<file path="config.mk">
export PLATFORM = sky130hd
export DESIGN_NAME = etx_rank_and_parent_selector_top
export DESIGN_NICKNAME = d
export VERILOG_FILES = /design/src/etxrps_pkg.sv /design/src/etx_rank_and_parent_selector_top.sv
export VERILOG_INCLUDE_DIRS = /design/src /design/src/src
export SDC_FILE = /design/constraint.sdc
export NUM_CORES = 1
export LEC_CHECK = 0
export ABC_AREA = 0
export BUFFER_PORTS_ARGS = -buffer_cell sky130_fd_sc_hd__buf_2
export CAP_MARGIN = 40
export CORE_MARGIN = 2
export CORE_UTILIZATION = 60
export CTS_CLUSTER_SIZE = 16
export DETAILED_ROUTE_END_ITERATION = 10
export PLACE_DENSITY = 0.88
export SLEW_MARGIN = 0
export SYNTH_ARGS = -nofsm -noshare
export SYNTH_HDL_FRONTEND = slang
export SYNTH_SLANG_ARGS = --single-unit
</file>
<file path="constraint.sdc">
create_clock -name i_clk -period 19.96 [get_ports i_clk]
set_input_delay 3.992 -clock i_clk [delete_from_list [all_inputs] [get_ports i_clk]]
set_output_delay 3.992 -clock i_clk [all_outputs]
set_load 0.005 [all_outputs]
</file>
<file path="src/assert_macros.svh">
// Assertion macros used by the top-level RTL file
`ifndef ASSERT_MACROS_SVH
`define ASSERT_MACROS_SVH

// Implication checked on every rising clock edge outside reset
`define ASSERT_CLK(lbl, clk, rst_n, prop, msg) \
    lbl: assert property (@(posedge clk) disable iff (!rst_n) (prop)) else $error(msg);

// Implication checked on every rising clock edge, reset included
`define ASSERT_ALWAYS(lbl, clk, prop, msg) \
    lbl: assert property (@(posedge clk) (prop)) else $error(msg);

`endif

</file>
<file path="src/etxrps_pkg.sv">
// Package: types, widths and reset values for the ETX rank and parent selector
package etxrps_pkg;

    localparam int unsigned CostW  = 16;
    localparam int unsigned EtxW   = 16;
    localparam int unsigned MultW  = 10;
    localparam int unsigned IdW    = 8;
    localparam int unsigned ProdW  = EtxW + MultW;
    localparam int unsigned CfgIdxW  = 3;
    localparam int unsigned CfgDataW = 16;
    localparam int unsigned InDataW  = 104;
    localparam int unsigned OutDataW = 32;

    localparam int unsigned DefIdBits       = 8;
    localparam int unsigned DefEtxFracBits  = 8;

    localparam logic [CostW-1:0] RstMaxPathCost  = 16'd32768;
    localparam logic [CostW-1:0] RstMaxLinkMetric = 16'd512;
    localparam logic [MultW-1:0] RstEtxMultiplier = 10'd128;
    localparam logic [CostW-1:0] RstSwitchThresh = 16'd192;
    localparam logic [CostW-1:0] RstDefHopInc    = 16'd256;
    localparam logic [CostW-1:0] RstInfRank      = 16'd65535;
    localparam logic [CostW-1:0] RstMinHopInc    = 16'd256;

    typedef enum logic [CfgIdxW-1:0] {
        REG_COST_CEILING    = 3'd0,
        REG_LINK_LIMIT      = 3'd1,
        REG_ETX_MULTIPLIER  = 3'd2,
        REG_SWITCH_THRESH   = 3'd3,
        REG_DEF_HOP_INC     = 3'd4,
        REG_INF_RANK        = 3'd5,
        REG_MIN_HOP_INC     = 3'd6
    } t_reg_idx;

    typedef enum logic {
        OP_RANK   = 1'b0,
        OP_CHOOSE = 1'b1
    } t_opcode;

    typedef struct packed {
        logic [CostW-1:0] cost_ceiling;
        logic [CostW-1:0] link_cost_limit;
        logic [MultW-1:0] etx_multiplier;
        logic [CostW-1:0] switch_threshold;
        logic [CostW-1:0] default_hop_increase;
        logic [CostW-1:0] infinite_rank_value;
        logic [CostW-1:0] min_hop_increase;
    } t_cfg;

    typedef struct packed {
        logic             opcode;
        logic             a_present;
        logic [IdW-1:0]   a_id;
        logic [EtxW-1:0]  a_etx;
        logic [CostW-1:0] a_rank;
        logic             b_present;
        logic [IdW-1:0]   b_id;
        logic [EtxW-1:0]  b_etx;
        logic [CostW-1:0] b_rank;
        logic [CostW-1:0] base_hint;
        logic             preferred_in_use;
    } t_item;

    typedef struct packed {
        logic             kept_previous;
        logic             chosen_present;
        logic [IdW-1:0]   chosen_id;
        logic [CostW-1:0] node_rank;
    } t_result;

endpackage

</file>
<file path="src/etx_rank_and_parent_selector_top.sv">
// ETX rank and parent selector: path cost, own rank and preferred parent choice
// One transaction is taken per clock cycle unless the input stalls; each accepted
// transaction is held in the input register and its result in the result register.
// The input side stalls only while both registers are full and the result is not taken.
// Opcode 0 derives the node rank from parent A; opcode 1 picks the cheaper of parents A
// and B (B on a tie), keeping the stored preferred parent under hysteresis. The preferred
// parent state is updated as each result is loaded. Configuration is written through a
// plain write port.
module etx_rank_and_parent_selector_top #(
    parameter int unsigned ID_BITS       = etxrps_pkg::DefIdBits,
    parameter int unsigned ETX_FRAC_BITS = etxrps_pkg::DefEtxFracBits
) (
    input  logic                              i_clk,
    input  logic                              i_rst_n,
    input  logic                              i_s_tvalid,
    output logic                              o_s_tready,
    // a_present, a_id, a_etx, a_rank, b_present, b_id, b_etx, b_rank,
    // base_hint, preferred_in_use, zero fill
    input  logic [etxrps_pkg::InDataW-1:0]    i_s_tdata,
    // opcode
    input  logic                              i_s_tuser,
    output logic                              o_m_tvalid,
    input  logic                              i_m_tready,
    // node_rank, chosen_id, chosen_present, kept_previous, zero fill
    output logic [etxrps_pkg::OutDataW-1:0]   o_m_tdata,
    input  logic                              i_cfg_we,
    input  logic [etxrps_pkg::CfgIdxW-1:0]    i_cfg_idx,
    input  logic [etxrps_pkg::CfgDataW-1:0]   i_cfg_wdata
);
    import etxrps_pkg::*;
`include "assert_macros.svh"

    localparam logic [IdW-1:0] IdMask = IdW'((32'd1 << ID_BITS) - 32'd1);

    t_cfg              r_cfg;
    logic              r_in_valid;
    t_item             r_in;
    logic              r_out_valid;
    t_result           r_out;
    logic              r_pref_valid;
    logic [IdW-1:0]    r_pref_id;
    logic [CostW-1:0]  r_pref_cost;

    logic              s_accept;
    logic              advance;
    t_item             in_item;
    logic [CostW-1:0]  cost_a;
    logic [CostW-1:0]  cost_b;
    logic [CostW:0]    hop_sum;
    logic [CostW-1:0]  hop_rank;
    logic [CostW:0]    thr_a;
    logic [CostW:0]    thr_b;
    logic              keep;
    logic              win_b;
    logic              win_present;
    logic [IdW-1:0]    win_id;
    logic [CostW-1:0]  win_cost;
    t_result           n_out;
    logic              n_pref_valid;
    logic [IdW-1:0]    n_pref_id;
    logic [CostW-1:0]  n_pref_cost;

    function automatic logic [CostW-1:0] f_path_cost(
        input t_cfg             cfg,
        input logic             present,
        input logic [EtxW-1:0]  etx,
        input logic [CostW-1:0] rank
    );
        logic [ProdW-1:0] prod;
        logic [ProdW-1:0] link;
        logic [CostW:0]   sum;
        logic [CostW-1:0] cost;
        prod = ProdW'(etx) * ProdW'(cfg.etx_multiplier);
        link = prod >> ETX_FRAC_BITS;
        sum  = {1'b0, rank} + (CostW+1)'(link);
        if (!present) begin
            cost = cfg.default_hop_increase;
        end else if (etx == '0) begin
            cost = cfg.cost_ceiling;
        end else if (link > ProdW'(cfg.link_cost_limit)) begin
            cost = cfg.cost_ceiling;
        end else if (sum[CostW]) begin
            cost = cfg.cost_ceiling;
        end else begin
            cost = sum[CostW-1:0];
        end
        return cost;
    endfunction

    assign o_s_tready = !r_in_valid || !r_out_valid || i_m_tready;
    assign s_accept   = i_s_tvalid && o_s_tready;
    assign advance    = r_in_valid && (!r_out_valid || i_m_tready);

    always_comb begin
        in_item.opcode           = i_s_tuser;
        in_item.a_present        = i_s_tdata[0];
        in_item.a_id             = i_s_tdata[8:1] & IdMask;
        in_item.a_etx            = i_s_tdata[24:9];
        in_item.a_rank           = i_s_tdata[40:25];
        in_item.b_present        = i_s_tdata[41];
        in_item.b_id             = i_s_tdata[49:42] & IdMask;
        in_item.b_etx            = i_s_tdata[65:50];
        in_item.b_rank           = i_s_tdata[81:66];
        in_item.base_hint        = i_s_tdata[97:82];
        in_item.preferred_in_use = i_s_tdata[98];
    end

    always_comb begin
        cost_a   = f_path_cost(r_cfg, r_in.a_present, r_in.a_etx, r_in.a_rank);
        cost_b   = f_path_cost(r_cfg, r_in.b_present, r_in.b_etx, r_in.b_rank);
        hop_sum  = {1'b0, r_in.a_rank} + {1'b0, r_cfg.min_hop_increase};
        hop_rank = hop_sum[CostW] ? '1 : hop_sum[CostW-1:0];
        thr_a    = {1'b0, cost_a} + {1'b0, r_cfg.switch_threshold};
        thr_b    = {1'b0, cost_b} + {1'b0, r_cfg.switch_threshold};
        keep     = r_pref_valid && r_in.preferred_in_use
                   && ({1'b0, r_pref_cost} < thr_a) && ({1'b0, r_pref_cost} < thr_b);
        win_b       = !(cost_a < cost_b);
        win_present = win_b ? r_in.b_present : r_in.a_present;
        win_id      = win_b ? r_in.b_id : r_in.a_id;
        win_cost    = win_b ? cost_b : cost_a;

        n_out        = '0;
        n_pref_valid = r_pref_valid;
        n_pref_id    = r_pref_id;
        n_pref_cost  = r_pref_cost;
        case (t_opcode'(r_in.opcode))
            OP_RANK: begin
                if (!r_in.a_present) begin
                    n_out.node_rank = (r_in.base_hint == '0) ? r_cfg.infinite_rank_value
                                                             : r_cfg.default_hop_increase;
                end else if (cost_a < r_cfg.cost_ceiling) begin
                    n_out.node_rank = (hop_rank > cost_a) ? hop_rank : cost_a;
                end else begin
                    n_out.node_rank = r_cfg.infinite_rank_value;
                end
            end
            OP_CHOOSE: begin
                if (keep) begin
                    n_out.chosen_id      = r_pref_id;
                    n_out.chosen_present = 1'b1;
                    n_out.kept_previous  = 1'b1;
                end else begin
                    n_pref_valid         = win_present;
                    n_pref_id            = win_present ? win_id : '0;
                    n_pref_cost          = win_cost;
                    n_out.chosen_id      = win_present ? win_id : '0;
                    n_out.chosen_present = win_present;
                end
            end
            default: begin
                n_out = '0;
            end
        endcase
    end

    always_ff @(posedge i_clk) begin
        if (!i_rst_n) begin
            r_cfg.cost_ceiling         <= RstMaxPathCost;
            r_cfg.link_cost_limit      <= RstMaxLinkMetric;
            r_cfg.etx_multiplier       <= RstEtxMultiplier;
            r_cfg.switch_threshold     <= RstSwitchThresh;
            r_cfg.default_hop_increase <= RstDefHopInc;
            r_cfg.infinite_rank_value  <= RstInfRank;
            r_cfg.min_hop_increase     <= RstMinHopInc;
        end else if (i_cfg_we) begin
            case (t_reg_idx'(i_cfg_idx))
                REG_COST_CEILING:    r_cfg.cost_ceiling         <= i_cfg_wdata;
                REG_LINK_LIMIT:      r_cfg.link_cost_limit      <= i_cfg_wdata;
                REG_ETX_MULTIPLIER:  r_cfg.etx_multiplier       <= i_cfg_wdata[MultW-1:0];
                REG_SWITCH_THRESH:   r_cfg.switch_threshold     <= i_cfg_wdata;
                REG_DEF_HOP_INC:     r_cfg.default_hop_increase <= i_cfg_wdata;
                REG_INF_RANK:        r_cfg.infinite_rank_value  <= i_cfg_wdata;
                REG_MIN_HOP_INC:     r_cfg.min_hop_increase     <= i_cfg_wdata;
                default: begin
                end
            endcase
        end
    end

    always_ff @(posedge i_clk) begin
        if (!i_rst_n) begin
            r_in_valid   <= 1'b0;
            r_out_valid  <= 1'b0;
            r_pref_valid <= 1'b0;
            r_pref_id    <= '0;
            r_pref_cost  <= RstMaxPathCost;
        end else begin
            if (s_accept) begin
                r_in_valid <= 1'b1;
            end else if (advance) begin
                r_in_valid <= 1'b0;
            end
            if (advance) begin
                r_out_valid  <= 1'b1;
                r_pref_valid <= n_pref_valid;
                r_pref_id    <= n_pref_id;
                r_pref_cost  <= n_pref_cost;
            end else if (i_m_tready) begin
                r_out_valid <= 1'b0;
            end
        end
    end

    always_ff @(posedge i_clk) begin
        if (s_accept) begin
            r_in <= in_item;
        end
        if (advance) begin
            r_out <= n_out;
        end
    end

    assign o_m_tvalid = r_out_valid;
    assign o_m_tdata  = OutDataW'(r_out);

    `ASSERT_CLK(a_stall_only_when_full, i_clk, i_rst_n, !o_s_tready |-> (r_in_valid && r_out_valid), "input stalled with a free stage")
    `ASSERT_CLK(a_pref_rise_has_result, i_clk, i_rst_n, $rose(r_pref_valid) |-> (o_m_tvalid && r_out.chosen_present), "preferred parent set without a present result")
    `ASSERT_ALWAYS(a_pref_id_cleared, i_clk, !r_pref_valid |-> (r_pref_id == '0), "stale id held without a preferred parent")
    `ASSERT_CLK(a_kept_is_present, i_clk, i_rst_n, (o_m_tvalid && r_out.kept_previous) |-> r_out.chosen_present, "kept parent reported absent")

endmodule
</file>
# Word level (Yosys, flattened, before mapping)
# Cells that the tools add are included.
# classes
n_addsub	5
multipliers	2
div_mod_pow	0
magnitude_cmp	7
n_eq_ne	6
shift	0
n_mux	23
bitwise_logic	1
reduce_logical	24
# ops
op	count
$mux W16	14
$mul A16 B10 Y26	2
$add A16 B16 Y17	3
$logic_not A16 Y1	3
$gt A18 B16 Y1	2
$add A16 B17 Y17	2
$lt A16 B17 Y1	2
$lt A16 B16 Y1	2
$gt A16 B16 Y1	1
$mux W8	2
$reduce_and A2 Y1	7
$eq A3 B3 Y1 const B	3
$mux W9	1
$eq A3 B2 Y1 const B	2
$mux W1	6
$logic_and A1 B1 Y1	5
$reduce_bool A2 Y1	2
$eq A3 B1 Y1 const B	1
$logic_not A3 Y1	1
$logic_or A1 B1 Y1	3
$reduce_and A3 Y1	1
$logic_not A1 Y1	2
$not A1 Y1	1
# totals
ff_bits	259
latchBits	0
mem_bits_rw	0
rom_bits	0
in_bits	129
output_inout_bits	34
wordCells	95
mem_count	0

# Longest topological paths before layout
# Gate-level depths: netlist (run 1).
# logic_depth
depth_word	12
ltp_mapped	59
mapped_depth_nobuf	54

# Worst setup path before layout (run 1)
# OpenSTA, ideal clock, no wires.
# synth_timing
path_type	register to register
start	register r_cfg[65] (netlist name)
end	register r_pref_cost[12]
setup_time_ns	0.060
t_arrival_ns	11.432
required_ns	19.900
setup_slack_ns	8.469
stages_incl_launch_ff	58
n_path_buf	5
period_less_slack_ns	11.491
cell_sequence	dfxtp_1 -> clkbuf_1 -> clkbuf_1 -> nand2_1 -> fa_1 -> inv_1 -> fa_1 -> ha_1 -> fa_1 -> inv_1 -> fa_1 -> inv_1 -> ha_1 -> nor4_2 -> nand2_1 -> o211ai_2 -> a21boi_0 -> o21a_1 -> [22 not listed] -> a21oi_1 -> o21ba_2 -> nor2_1 -> a21oi_1 -> xor2_1 -> ha_1 -> o21a_1 -> o21a_1 -> o221ai_1 -> nor2_1 -> o211ai_1 -> or3b_1 -> a32oi_1 -> and3b_1 -> nor2b_1 -> clkbuf_1 -> clkbuf_1 -> a221o_1
# synth_between
elab_chain_len	12
elab_cells_between_ends	24
cone_classes	add/sub (4); mul (2); order compare (5); mux (9); bitwise (1); reduce/logical (3)
# synth_rtl
item	line	source
start: declaration	etx_rank_and_parent_selector_top.sv:35	t_cfg r_cfg;
$mul A16 B10 Y26	etx_rank_and_parent_selector_top.sv:73	prod = ProdW'(etx) * ProdW'(cfg.etx_multiplier);
$add A16 B17 Y17	etx_rank_and_parent_selector_top.sv:75	sum = {1'b0, rank} + (CostW+1)'(link);
$mux W16	etx_rank_and_parent_selector_top.sv:82	end else if (sum[CostW]) begin
$mux W16	etx_rank_and_parent_selector_top.sv:80	end else if (link > ProdW'(cfg.link_cost_limit)) begin
$mux W16	etx_rank_and_parent_selector_top.sv:78	end else if (etx == '0) begin
$mux W16	etx_rank_and_parent_selector_top.sv:76	if (!present) begin
$add A16 B16 Y17	etx_rank_and_parent_selector_top.sv:113	thr_a = {1'b0, cost_a} + {1'b0, r_cfg.switch_threshold};
$lt A16 B17 Y1	etx_rank_and_parent_selector_top.sv:116	&& ({1'b0, r_pref_cost} < thr_a) && ({1'b0, r_pref_cost} < thr_b);
$logic_and A1 B1 Y1 (2 in a row)	etx_rank_and_parent_selector_top.sv:116	
$not A1 Y1 (no line)	n/a	
$reduce_and A3 Y1 (no line)	n/a	
end signal: assignment	etx_rank_and_parent_selector_top.sv:186	r_pref_cost <= RstMaxPathCost;
end signal: assignment	etx_rank_and_parent_selector_top.sv:197	r_pref_cost <= n_pref_cost;
end: declaration	etx_rank_and_parent_selector_top.sv:42	logic [CostW-1:0] r_pref_cost;
# Several ways; a longest one is shown, not always the timed one.
# A chain may end at the register's enable or synchronous reset.

# Worst setup path in the final report (run 1)
# layout_timing
start	register r_cfg[70] (netlist name)
end	register r_pref_cost[10]
# Same word-level chain as after synthesis.

==> out/results.txt, run 1 <==
Hold Crit Class - register to register
Max-slew violation count - 0
Vias - 22.1k
Finished Cell Area - 28600 sq um
Detailed-route DRC error count - 0
# setup viols final - 0
Most frequent cells after synthesis - nand2_1, inv_1, ha_1, fa_1, and2_1
Slowest-stage cell, CP - dfxtp_1
Overall Global Routing Usage - 33.7%
Post-CTS Setup Inserts - 0
First-pass GRT wire length - 119 mm
Reg clk slew, reported paths - 70 ps
WL per Instance - 20.7 um
Count leader, synth - nand2_1
Synthesized cell area - 26200 sq um
Core footprint - 43100 sq um
CP endpoint kind - register
Vias per inst - 6.11
Synth cell types - 88
Fin crit period - 14190 ps
Post_cts resized - 0
Number of global-route vias before repair - 23.0k
Initial antenna violation count - 2
Syn. warnings - 0
Fin worst setup slack - 5770 ps
Port Buffers - 151
Crit path max fanout - 22
Startpoint types - register
Die H - 213 um
Dpl ws - 6170 ps
Chip width - 213 um
H-tree depth - 1
Initial DRT Pass Iterations - 6
Skew final - 17.7 ps
Detailed Place HPWL - 57.3 mm
Fin nets - 3667
Clock buffer count from CTS - 31
EDFF count, synth - 126
Number of max-cap violations - 0
Clock Latency Late Sink - 620 ps
Overall power - 2.03 mW
Initial core utilization - 60.7%
Dominant synthesized flop cell - dfxtp_1
Post-synthesis sequential area ratio - 24.6%
Cells after Synth - 2908
Max incr delay on CP - 900 ps
RSZ-0062 raised after global routing - no
Status - finished clean
Mapped Avg Cell Area - 9.00 sq um
Placer Congestion - 1.01
Worst VDD drop - 105 uV
Synth top area cells - fa_1, ha_1, edfxtp_1, dfxtp_1, nand2_1
Initial drt markers - 1823
Worst Tran Pin Value - 888 ps
Clk sinks - 259
Synth top area share - 17.1%
Pleak - 13.5 nW
CP dominant cell by count - fa_1
Total die area - 45300 sq um
Finished Core Util - 66.3%
CTS tree - done
Final Cycle Share - 71.1%
Setup TNS - 0 ps
Pwr/cell area - 71.0 nW/um^2
Filler instances - 3323
Routed Antenna Nets - 0
Synthesis-to-layout area growth - 9.15%
Pin count of the biggest net entering global routing - 101
DP Area - 27500 sq um
# IOs - 163
Crit path required time - 20510 ps
Share of cells above drive strength 1 - 9.10%
Bufs on Longest Clock Path - 3
Clk Tree Root Cell - clkbuf_16
Hold buffer count at CTS - 0
Headroom to the max-slew limit - 40.0%
Yosys reg bits - 259
Drt total wl - 75.1 mm
Grt ovf - 0
Yosys top cell by area - fa_1
Row count - 76
Post-synthesis async set-or-reset flop share - 0%
Critical Path AT - 14740 ps
Setup CP Type - register to register
Final Hold Viols - 0
F_max - 0.0705 GHz
## cell families (layout without fill, tap and decap cells)
group,count (synthesis),in the layout,share of synthesized area [%]
AO/OA/AOI/OAI,574,574,15.6
buffers and inverters,475,596,7.04
other,1,7,0.0143
XOR/XNOR,79,79,2.64
AND/OR/NAND/NOR,963,963,17.3
adder cells (fa/ha/maj),529,529,31.7
multiplexers,28,28,1.09
flip-flops,259,259,24.6
## power by group
group / switching [mW] / total (mW) / leakage [nW] / internal, mW
sequential: 0.0308 / 0.619 / 2.31 / 0.589
clock: 0.253 / 0.605 / 0.530 / 0.352
combinational: 0.484 / 0.803 / 10.7 / 0.319
## layer usage
metal / global-route usage [%] / wire [um]
met1: 40.7 / 28600
met2: 57.0 / 35500
met3: 5.72 / 6060
met4: 19.3 / 4920
met5: 0 / 22
## worst max-delay path, delay by kind of cell (launching register included)
family          cells  cell delay, ps
compound gates     17            4110
xor+xnor            2             400
simple gates       14            3770
flops               1             900
buf+inv             5             840
fa+ha+maj          10            4060
## final cells by class
cell class,instances,area [sq um],area share (%)
sequential,259,6450,22.6
clock inverter,13,160,0.561
antenna,1,2.50,0.00876
multi-input combinational,2179,17900,62.7
clock buffer,45,926,3.24
timing repair buffer,193,1100,3.85
inverter,345,1290,4.53
tap,585,732,2.56
## path summary, 6_finish.rpt
check / depth (start not counted) / start / end / slack [ps]
worst max-delay path: 48 / r_cfg[70] / r_pref_cost[10] / 5770
worst max register to register: 48 / r_cfg[70] / r_pref_cost[10] / 5770
worst min-delay path: 2 / r_cfg[72] / r_cfg[72] / 470
worst min register to register: 2 / r_cfg[72] / r_cfg[72] / 470
## through the flow
step	instances	hold WS (ps)
2_1_floorplan	2913	434
3_3_place_gp	3555	448
3_5_place_dp	3561	451
4_1_cts	3619	466
5_1_grt	3619	487
6_report	3620	466
## registers in the layout, indices dropped and copies added, names as in the netlist
name,cells
o_m_tvalid,1
r_pref_valid,1
r_pref_id,8
r_in,100
r_in_valid,1
o_m_tdata,26
r_pref_cost,16
r_cfg,106
## layout by cell type, fill, tap and decap left out, types with 59 or more instances in the layout
| cell type | instances |
|---|---|
| o21ai_0 | 76 |
| fa_1 | 223 |
| dfxtp_1 | 133 |
| nand3_1 | 59 |
| and2_1 | 155 |
| nor2_1 | 112 |
| inv_1 | 345 |
| buf_2 | 151 |
| edfxtp_1 | 126 |
| ha_1 | 306 |
| a21oi_1 | 114 |
| nand2_1 | 462 |
| a21boi_0 | 89 |
Power figures use the tool's default switching activity.
==> run 2: changes to the inputs <==
Settings changed: CORE_UTILIZATION 60 to 57.
Clock period 19.96 ns to 12.25 ns, I/O delays scaled along.
==> run 2 against run 1 <==
Cell count rose by 3.5%. Register-to-register slack got worse by 5300 ps. Power is 64% higher.
==> out/results.txt, run 2 (synthesis gave the netlist of run 1 again) <==
Setup TNS - 0 ps (unchanged)
Fin worst setup slack - 440 ps (was 5770 ps)
Pwr/cell area - 113 nW/um^2 (was 71.0 nW/um^2)
Reg clk slew, reported paths - 70 ps (about the same)
Die H - 218 um (was 213 um)
F_max - 0.0847 GHz (was 0.0705 GHz)
Fin crit period - 11810 ps (was 14190 ps)
Max incr delay on CP - 630 ps (was 900 ps)
Initial core utilization - 57.7% (was 60.7%)
Initial drt markers - 2006 (was 1823)
Chip width - 218 um (was 213 um)
Pin count of the biggest net entering global routing - 71 (was 101)
Hold_ws - 465 ps (was 466 ps)
# setup viols final - 0 (unchanged)
Finished Core Util - 65.2% (was 66.3%)
Number of max-cap violations - 0 (unchanged)
Reg power frac - 30.1% (was 30.5%)
Number of global-route vias before repair - 22.0k (was 23.0k)
Initial DRT Pass Iterations - 7 (was 6)
Clock Power Share - 28.5% (was 29.8%)
Overall Global Routing Usage - 30.4% (was 33.7%)
Slowest-stage cell, CP - or4b_1 (was dfxtp_1)
# IOs - 163 (unchanged)
Hold buffer count at CTS - 0 (unchanged)
Crit path required time - 12740 ps (was 20510 ps)
Crit path max fanout - 32 (was 22)
Fin nets - 3778 (was 3667)
Total die area - 47600 sq um (was 45300 sq um)
Sw Ratio - 37.8% (was 37.9%)
Status - finished clean (unchanged)
Detailed-route DRC error count - 0 (unchanged)
Setup CP Type - register to register (unchanged)
Clock buffer count from CTS - 30 (was 31)
Placer Congestion - 0.972 (was 1.01)
Final Cycle Share - 96.4% (was 71.1%)
Worst Tran Pin Value - 845 ps (was 888 ps)
Vias - 22.5k (was 22.1k)
Combinational power share - 41.4% (was 39.6%)
Initial antenna violation count - 5 (was 2)
Row count - 78 (was 76)
CP endpoint kind - register (unchanged)
CTS tree - done (unchanged)
Sw Pwr - 1.26 mW (was 0.768 mW)
Dpl ws - 236 ps (was 6170 ps)
H-tree depth - 1 (unchanged)
Port Buffers - 151 (unchanged)
P_int - 2.07 mW (was 1.26 mW)
Share of cells above drive strength 1 - 13.4% (was 9.10%)
Clk Tree Root Cell - clkbuf_16 (unchanged)
Pleak - 14.1 nW (was 13.5 nW)
Final Hold Viols - 0 (unchanged)
First-pass GRT wire length - 114 mm (was 119 mm)
Core footprint - 45400 sq um (was 43100 sq um)
Clock Latency Late Sink - 610 ps (was 620 ps)
Crit-path leading delay family - adder cells (was compound AO/OA/AOI/OAI gates)
Headroom to the max-slew limit - 43.7% (was 40.0%)
Skew final - 22.2 ps (was 17.7 ps)
Startpoint types - register (unchanged)
CP dominant cell by count - fa_1 (unchanged)
Grt ovf - 0 (unchanged)
Worst path bufs/invs - 7 (was 5)
Hold Crit Class - register to register (unchanged)
Routed Antenna Nets - 0 (unchanged)
WL per Instance - 19.7 um (was 20.7 um)
Filler instances - 3445 (was 3323)
Most frequent cells in the layout - nand2_1, inv_1, ha_1, fa_1, and2_1 (unchanged)
Biggest register - r_cfg (unchanged)
Max-slew violation count - 0 (unchanged)
Worst VDD drop - 124 uV (was 105 uV)
Vias per inst - 6.00 (was 6.11)
Critical Path AT - 12300 ps (was 14740 ps)
Synthesis-to-layout area growth - 13.1% (was 9.15%)
Clk sinks - 259 (unchanged)
Bufs on Longest Clock Path - 3 (unchanged)
Detailed Place HPWL - 55.5 mm (was 57.3 mm)
Largest register FFs - 106 (unchanged)
Drt total wl - 73.8 mm (was 75.1 mm)
Commonest non-fill, non-tap cell in the layout - nand2_1 (unchanged)
==> run 2: timing repair <==
| item | CTS | global route |
|---|---|---|
| setup buffers | 0 | 40 |
| resized for setup | 0 | 45 |
| setup endpoints to repair | 0 | 35 |
| hold endpoints to repair | 0 | 0 |
==> run 2: path summary, 6_finish.rpt <==
kind	start	slack, ps	cells past startpoint	end
worst max-delay path	r_cfg[65]	440	46	r_pref_cost[6]
worst max register to register	r_cfg[65]	440	46	r_pref_cost[6]
worst min register to register	r_cfg[85]	460	2	r_cfg[85]
worst min-delay path	r_cfg[85]	460	2	r_cfg[85]
==> run 2: per-layer routing <==
| metal | wire (um) | vias to the layer above | global-route usage, % |
|---|---|---|---|
| li1 | - | 10300 | - |
| met1 | 28000 | 10600 | 38.3 |
| met2 | 34200 | 1220 | 50.2 |
| met3 | 7430 | 341 | 6.10 |
| met4 | 4250 | 2 | 14.5 |
| met5 | 7 | - | 0 |
==> run 2: metrics by stage <==
stage / instances / power, mW / instance area (sq um)
finish: 3746 / 3.33 / 29600
global route: 3745 / 3.50 / 29600
CTS: 3704 / 3.28 / 29100
detailed placement: 3648 / 2.32 / 28100
global placement: 3642 / 2.29 / 28000
floorplan: 2913 / 1.92 / 26200
==> run 2: area by class of cell <==
| class | count | area, sq um | share of cell area (%) |
|---|---|---|---|
| multi-input combinational | 2179 | 18000 | 60.9 |
| sequential | 259 | 6470 | 21.8 |
| timing repair buffer | 305 | 2030 | 6.87 |
| inverter | 345 | 1290 | 4.37 |
| clock buffer | 34 | 776 | 2.62 |
| tap | 600 | 751 | 2.54 |
| clock inverter | 22 | 258 | 0.871 |
| antenna | 2 | 5.00 | 0.0169 |
==> run 2: worst register-to-register path, delay by kind of cell, from the launching register on <==
family / cells / cell delay [ps]
simple gates: 14 / 3230
xor+xnor: 2 / 330
compound gates: 14 / 3120
buf+inv: 7 / 980
fa+ha+maj: 9 / 3680
flops: 1 / 380
==> run 2: power by group through the flow <==
stage	logic, mW	registers [mW]	clock network, mW
2_1_floorplan	0.921	0.995	0
3_3_place_gp	1.26	1.02	0
3_5_place_dp	1.30	1.02	0
4_1_cts	1.31	1.01	0.961
5_1_grt	1.50	1.01	0.993
6_report	1.38	1.00	0.949
